===== config.mk =====
export PLATFORM = sky130hd
export DESIGN_NAME = ffpra_cell
export DESIGN_NICKNAME = d
export VERILOG_FILES = /design/src/hdl/ffpra_pkg.sv /design/src/hdl/ffpra_cell.sv
export SDC_FILE = /design/constraint.sdc
export NUM_CORES = 1
export LEC_CHECK = 0
export BUFFER_PORTS_ARGS = -buffer_cell sky130_fd_sc_hd__buf_4
export CORE_UTILIZATION = 45
export DETAILED_ROUTE_END_ITERATION = 8
export PLACE_DENSITY_LB_ADDON = 0.1
export REMOVE_ABC_BUFFERS = 1
export SYNTH_ARGS = -nofsm -noshare
export SYNTH_HDL_FRONTEND = slang
export SYNTH_SLANG_ARGS = --single-unit

===== constraint.sdc =====
create_clock -name clock -period 15.9 [get_ports clock]
set_input_delay 2.385 -clock clock [delete_from_list [all_inputs] [get_ports clock]]
set_output_delay 2.385 -clock clock [all_outputs]
set_load 0.005 [all_outputs]

===== src/hdl/ffpra_pkg.sv =====
`default_nettype none
package ffpra_pkg;

   localparam int DEFAULT_MAX_REGIONS = 16;

   localparam int ADDR_W  = 48;
   localparam int PAGES_W = 36;
   localparam int PAGE_SHIFT = 12;   // 4096-byte pages

   // request kinds (tuser bit 0 on the request side)
   localparam logic REQ_INSERT = 1'b0;
   localparam logic REQ_ALLOC  = 1'b1;

   // result status codes (tuser on the response side)
   localparam logic [1:0] ST_OK     = 2'd0;
   localparam logic [1:0] ST_NO_FIT = 2'd1;
   localparam logic [1:0] ST_FULL   = 2'd2;

   // request token walking down the region cells
   typedef struct packed {
      logic                 valid;
      logic                 kind;
      logic [ADDR_W-1:0]    start;
      logic [PAGES_W-1:0]   pages;
      logic [PAGES_W-1:0]   used;
      logic [PAGES_W-1:0]   want;
      logic                 done;
      logic [ADDR_W-1:0]    addr;
      logic [1:0]           status;
   } tok_type;

endpackage
`default_nettype wire


===== src/hdl/ffpra_cell.sv =====
`default_nettype none
module ffpra_cell
   import ffpra_pkg::*;
#(
   parameter int CNT_W = 5,
   parameter int INDEX = 0
) (
   input  wire logic             clock,
   input  wire logic             reset,
   input  wire logic             advance,
   input  wire logic [CNT_W-1:0] region_count,
   input  wire tok_type          tok_i,
   output tok_type               tok_o
);

   localparam logic [CNT_W-1:0] MY_IDX = CNT_W'(INDEX);

   logic [ADDR_W-1:0]  start_ff;
   logic [PAGES_W-1:0] size_ff;
   logic [PAGES_W-1:0] used_ff;
   tok_type            tok_ff, tok_in;

   logic               live, occupied, fits, hit_ins, hit_alloc;
   logic [PAGES_W:0]   sum;
   logic [ADDR_W-1:0]  addr;

   always_comb begin
      live     = tok_i.valid && !tok_i.done;
      occupied = MY_IDX < region_count;
      // full-precision fit test, the sum cannot wrap
      sum      = {1'b0, used_ff} + {1'b0, tok_i.want};
      fits     = occupied && (sum <= {1'b0, size_ff});
      addr     = start_ff + {used_ff, {PAGE_SHIFT{1'b0}}};
      hit_ins   = live && (tok_i.kind == REQ_INSERT) && (region_count == MY_IDX);
      hit_alloc = live && (tok_i.kind == REQ_ALLOC) && fits;

      tok_in = tok_i;
      if (hit_ins || hit_alloc) begin
         tok_in.done   = 1'b1;
         tok_in.status = ST_OK;
         tok_in.addr   = hit_alloc ? addr : '0;
      end
   end

   always_ff @(posedge clock) begin
      if (reset) begin
         tok_ff.valid <= 1'b0;
      end else if (advance) begin
         tok_ff <= tok_in;
      end
   end

   always_ff @(posedge clock) begin
      if (advance) begin
         if (hit_ins) begin
            start_ff <= tok_i.start;
            size_ff  <= tok_i.pages;
            used_ff  <= tok_i.used;
         end else if (hit_alloc) begin
            used_ff  <= sum[PAGES_W-1:0];
         end
      end
   end

   assign tok_o = tok_ff;

endmodule
`default_nettype wire


==> impl_results.md <==
- Hold path start: tok_o[208]
- Clk buf depth: 3
- HPWL after DPL: 30200 um
- Sink Count: between 300 and 400
- Most frequent cells in the layout: 431 x buf_4, 328 x edfxtp_1, 107 x ha_1
- Router iterations before antenna repair: 5
- Class of the worst hold path: flop to flop
- Status: finished clean
- Crit Path Max Fanout: 99
- Die Y-Extent: 188 um
- Row cnt: 67
- DR WL/cell: 19.2 um
- Critical path class: primary input to flop
- Crit path time final: 7.92 ns
- Worst VDD drop: 0.0849 mV
- First-pass GRT wire length: between 50000 and 60000 um
- Period utilization: 49.8%
- Critical R2R Capture: used_ff[18]
- Required time of the critical path: 16.04 ns
- Ys Warns: 0
- Worst-Skew Late Latency: 0.54 ns
- Synth Area in Simple Gates: approximately 8.8%
- GRT met2 Usage: 36.7%
- Reg2reg start: used_ff[0]
- Final antenna diode count: 0
- Worst setup path start: tok_i[51]
- Share of layout cells above drive strength 1: 32.1%
- Startpoint Class: primary input
- Synthesized area per cell: 13.2 sq um
- Slew headroom: about a quarter
- GP Congestion: 0.964
- Remaining DRCs: 0
- Final ANT Viol Nets: 0
- Root Buffer: clkbuf_16
- Vias in the first global route: 10779
- WHS Endpoint: tok_o[208]
- Top Usage Layer GRT: met2
- Clock skew: 0.0244 ns
- R2R setup slack: approximately 9.5 ns
- M3 GR Usage: 5.39%
- Synthesized-area fraction occupied by adder cells: ~8.9%
- DR vias/cell: 5.32
- Clk slew on worst S/H paths: around 0.06 ns
- Overall routing resource usage: approximately 22%
- Initial antenna violation count: 0
- Ys async rst share: 0%
- Starting density of the core: 46.1%
- Ports: 426
- RSZ-0062 raised after global routing: false
- Crit path arrival time: between 8 and 9 ns
- Layout area overhead: 31.4%
- Synthesized instance count: roughly 1200
- Hold Slack: ~0.50 ns
- Met1 Usage GRT: 28.6%
- Synth Cell Area: between 15000 and 20000 sq um
- Hold Crit Depth: 2
- Post-synthesis sequential area ratio: between 60% and 70%
- Initial DRC count: 757
- Max Slew Vio Count: 0
- Final setup fails: 0
- Core area: 33700 sq um
- Detailed-route via count: 11136
- Main combinational cell family by area after synthesis: compound AO/OA/AOI/OAI gates
- GR Overflow Total: 0
- Multiplexer share of the synthesized area: 0.999%
- Max Clk Rate: 126 MHz
- TritonCTS clock tree: yes
- Largest net degree at the start of global routing: 100
- PostCTS Resize Cnt: 0
- CTS buffer count: 36
- Nets: 1944
- CP endpoint kind: flop
- Post-CTS Repair Setup Buffers: 0
- IO Port Bufs: 425
- Xor/xnor share of the synthesized area: 3.44%
- Main synth FF type: edfxtp_1
- Worst Tran Pin Value: between 1 and 1.5 ns
- Seq cells post-synth: 329
- Die width: 188 um
- EDFF count, synth: roughly 330
- Leak pwr: 0.00847 uW
- Pwr/cell area: 103 nW/um^2
- Synth Area in Compound Gates: 11.7%
- WL final: 40300 um
- R2R depth: 20
- Yosys cell types: 74
- Post-CTS Hold Buffers: 0
- Max H-tree Level: 2
- Commonest non-fill, non-tap cell in the layout: buf_4
- Final setup TNS: 0 ns
- Max-cap violations: 0
- Final Hold Viols: 0
- Die area: 35200 sq um
layout make-up:
type                            instances  area (sq um)
Sequential cell                       329          9870
Timing Repair Buffer                  431          3240
Inverter                               70           263
Clock inverter                         20           213
Tap cell                              448           561
Multi-Input combinational cell        750          5280
Fill cell                            2758         13300
Clock buffer                           45           975
stage by stage:
stage,total power (uW),util (%),setup slack (ns),area [sq um],std cells
after floorplan,1150,-,3.50,15400,1149
after global placement,1280,57.0,7.58,19200,2028
after detailed placement,1280,57.0,7.46,19200,2028
after CTS,2120,60.5,7.99,20400,2093
after global routing,2170,60.5,7.59,20400,2093
final,2100,60.5,7.98,20400,2093
flip-flops by register name, indices dropped and copies added, names as in the netlist:
| name | cells |
|---|---|
| used_ff | 36 |
| size_ff | 36 |
| start_ff | 48 |
| tok_o | 209 |
routing by layer:
layer / vias to the layer above / routed length [um] / share of wire (%)
li1: 5355 / - / -
met3: 70 / 3380 / 8.4
met5: - / 0 / 0
met2: 458 / 19000 / 47
met1: 5253 / 16800 / 42
met4: 0 / 1050 / 2.6
cells in the mapped netlist (4+ instances only):
library cell | instances | area (sq um)
o21bai_1 | 11 | 82.6
nor2b_1 | 7 | 43.8
ha_1 | 107 | 1340
inv_1 | 68 | 255
xor2_1 | 28 | 245
nand2b_1 | 9 | 56.3
a21oi_1 | 72 | 360
edfxtp_1 | 328 | 9850
a211oi_1 | 9 | 67.6
clkbuf_1 | 15 | 56.3
nor4_1 | 7 | 43.8
buf_1 | 6 | 22.5
nor2_1 | 43 | 161
o211ai_1 | 7 | 52.6
and2_1 | 4 | 25.0
buf_2 | 8 | 40.0
and3_1 | 6 | 37.5
nand2_1 | 98 | 368
o21ai_1 | 14 | 70.1
nand4_1 | 10 | 62.6
xnor2_1 | 33 | 289
mux2_2 | 12 | 135
nor3_1 | 14 | 70.1
o21ai_0 | 71 | 355
a211o_1 | 4 | 35.0
a31oi_1 | 10 | 62.6
nand3_1 | 72 | 360
a2111oi_0 | 4 | 35.0
a21o_1 | 29 | 218
o21a_1 | 6 | 45.0
report_power, final:
| group | switching [uW] | internal [uW] |
|---|---|---|
| clock network | 345 | 488 |
| logic | 125 | 127 |
| registers | 11.3 | 1000 |
| total | 481 | 1620 |
critical path: stages:
cell and delay [ns]:
buf_4 0.11, ha_1 0.23, fa_1 0.41, a21oi_1 0.30
o211ai_2 0.17, a21oi_1 0.36, o2111ai_1 0.30, a311oi_1 0.43
nor2_1 0.09, o21ai_0 0.16, a22oi_1 0.11, ha_1 0.31
a21o_1 0.16, a21o_1 0.17, a21o_1 0.17, a21oi_1 0.20
o21ai_0 0.12, o31a_1 0.31, a31o_4 0.50, nand2_1 0.19
and2_2 0.83
cells by family (layout without fill, tap and decap cells):
family                   Yosys count  in the layout
flip-flops                       329            329
AO/OA/AOI/OAI                    278            278
XOR/XNOR                          61             61
adder cells (fa/ha/maj)          109            109
AND/OR/NAND/NOR                  288            288
buffers and inverters            101            566
multiplexers                      14             14
how the worst max path moves through the flow:
stage / to / slack, ns / depth (start not counted)
after global placement: used_ff[24] / 7.58 / 20
after CTS: used_ff[21] / 7.99 / 20
after floorplan: tok_o[0] / 3.50 / 1
after global routing: used_ff[18] / 7.59 / 20
final: used_ff[18] / 7.98 / 21
after detailed placement: used_ff[24] / 7.46 / 20
(Power assumes the default switching activity.)
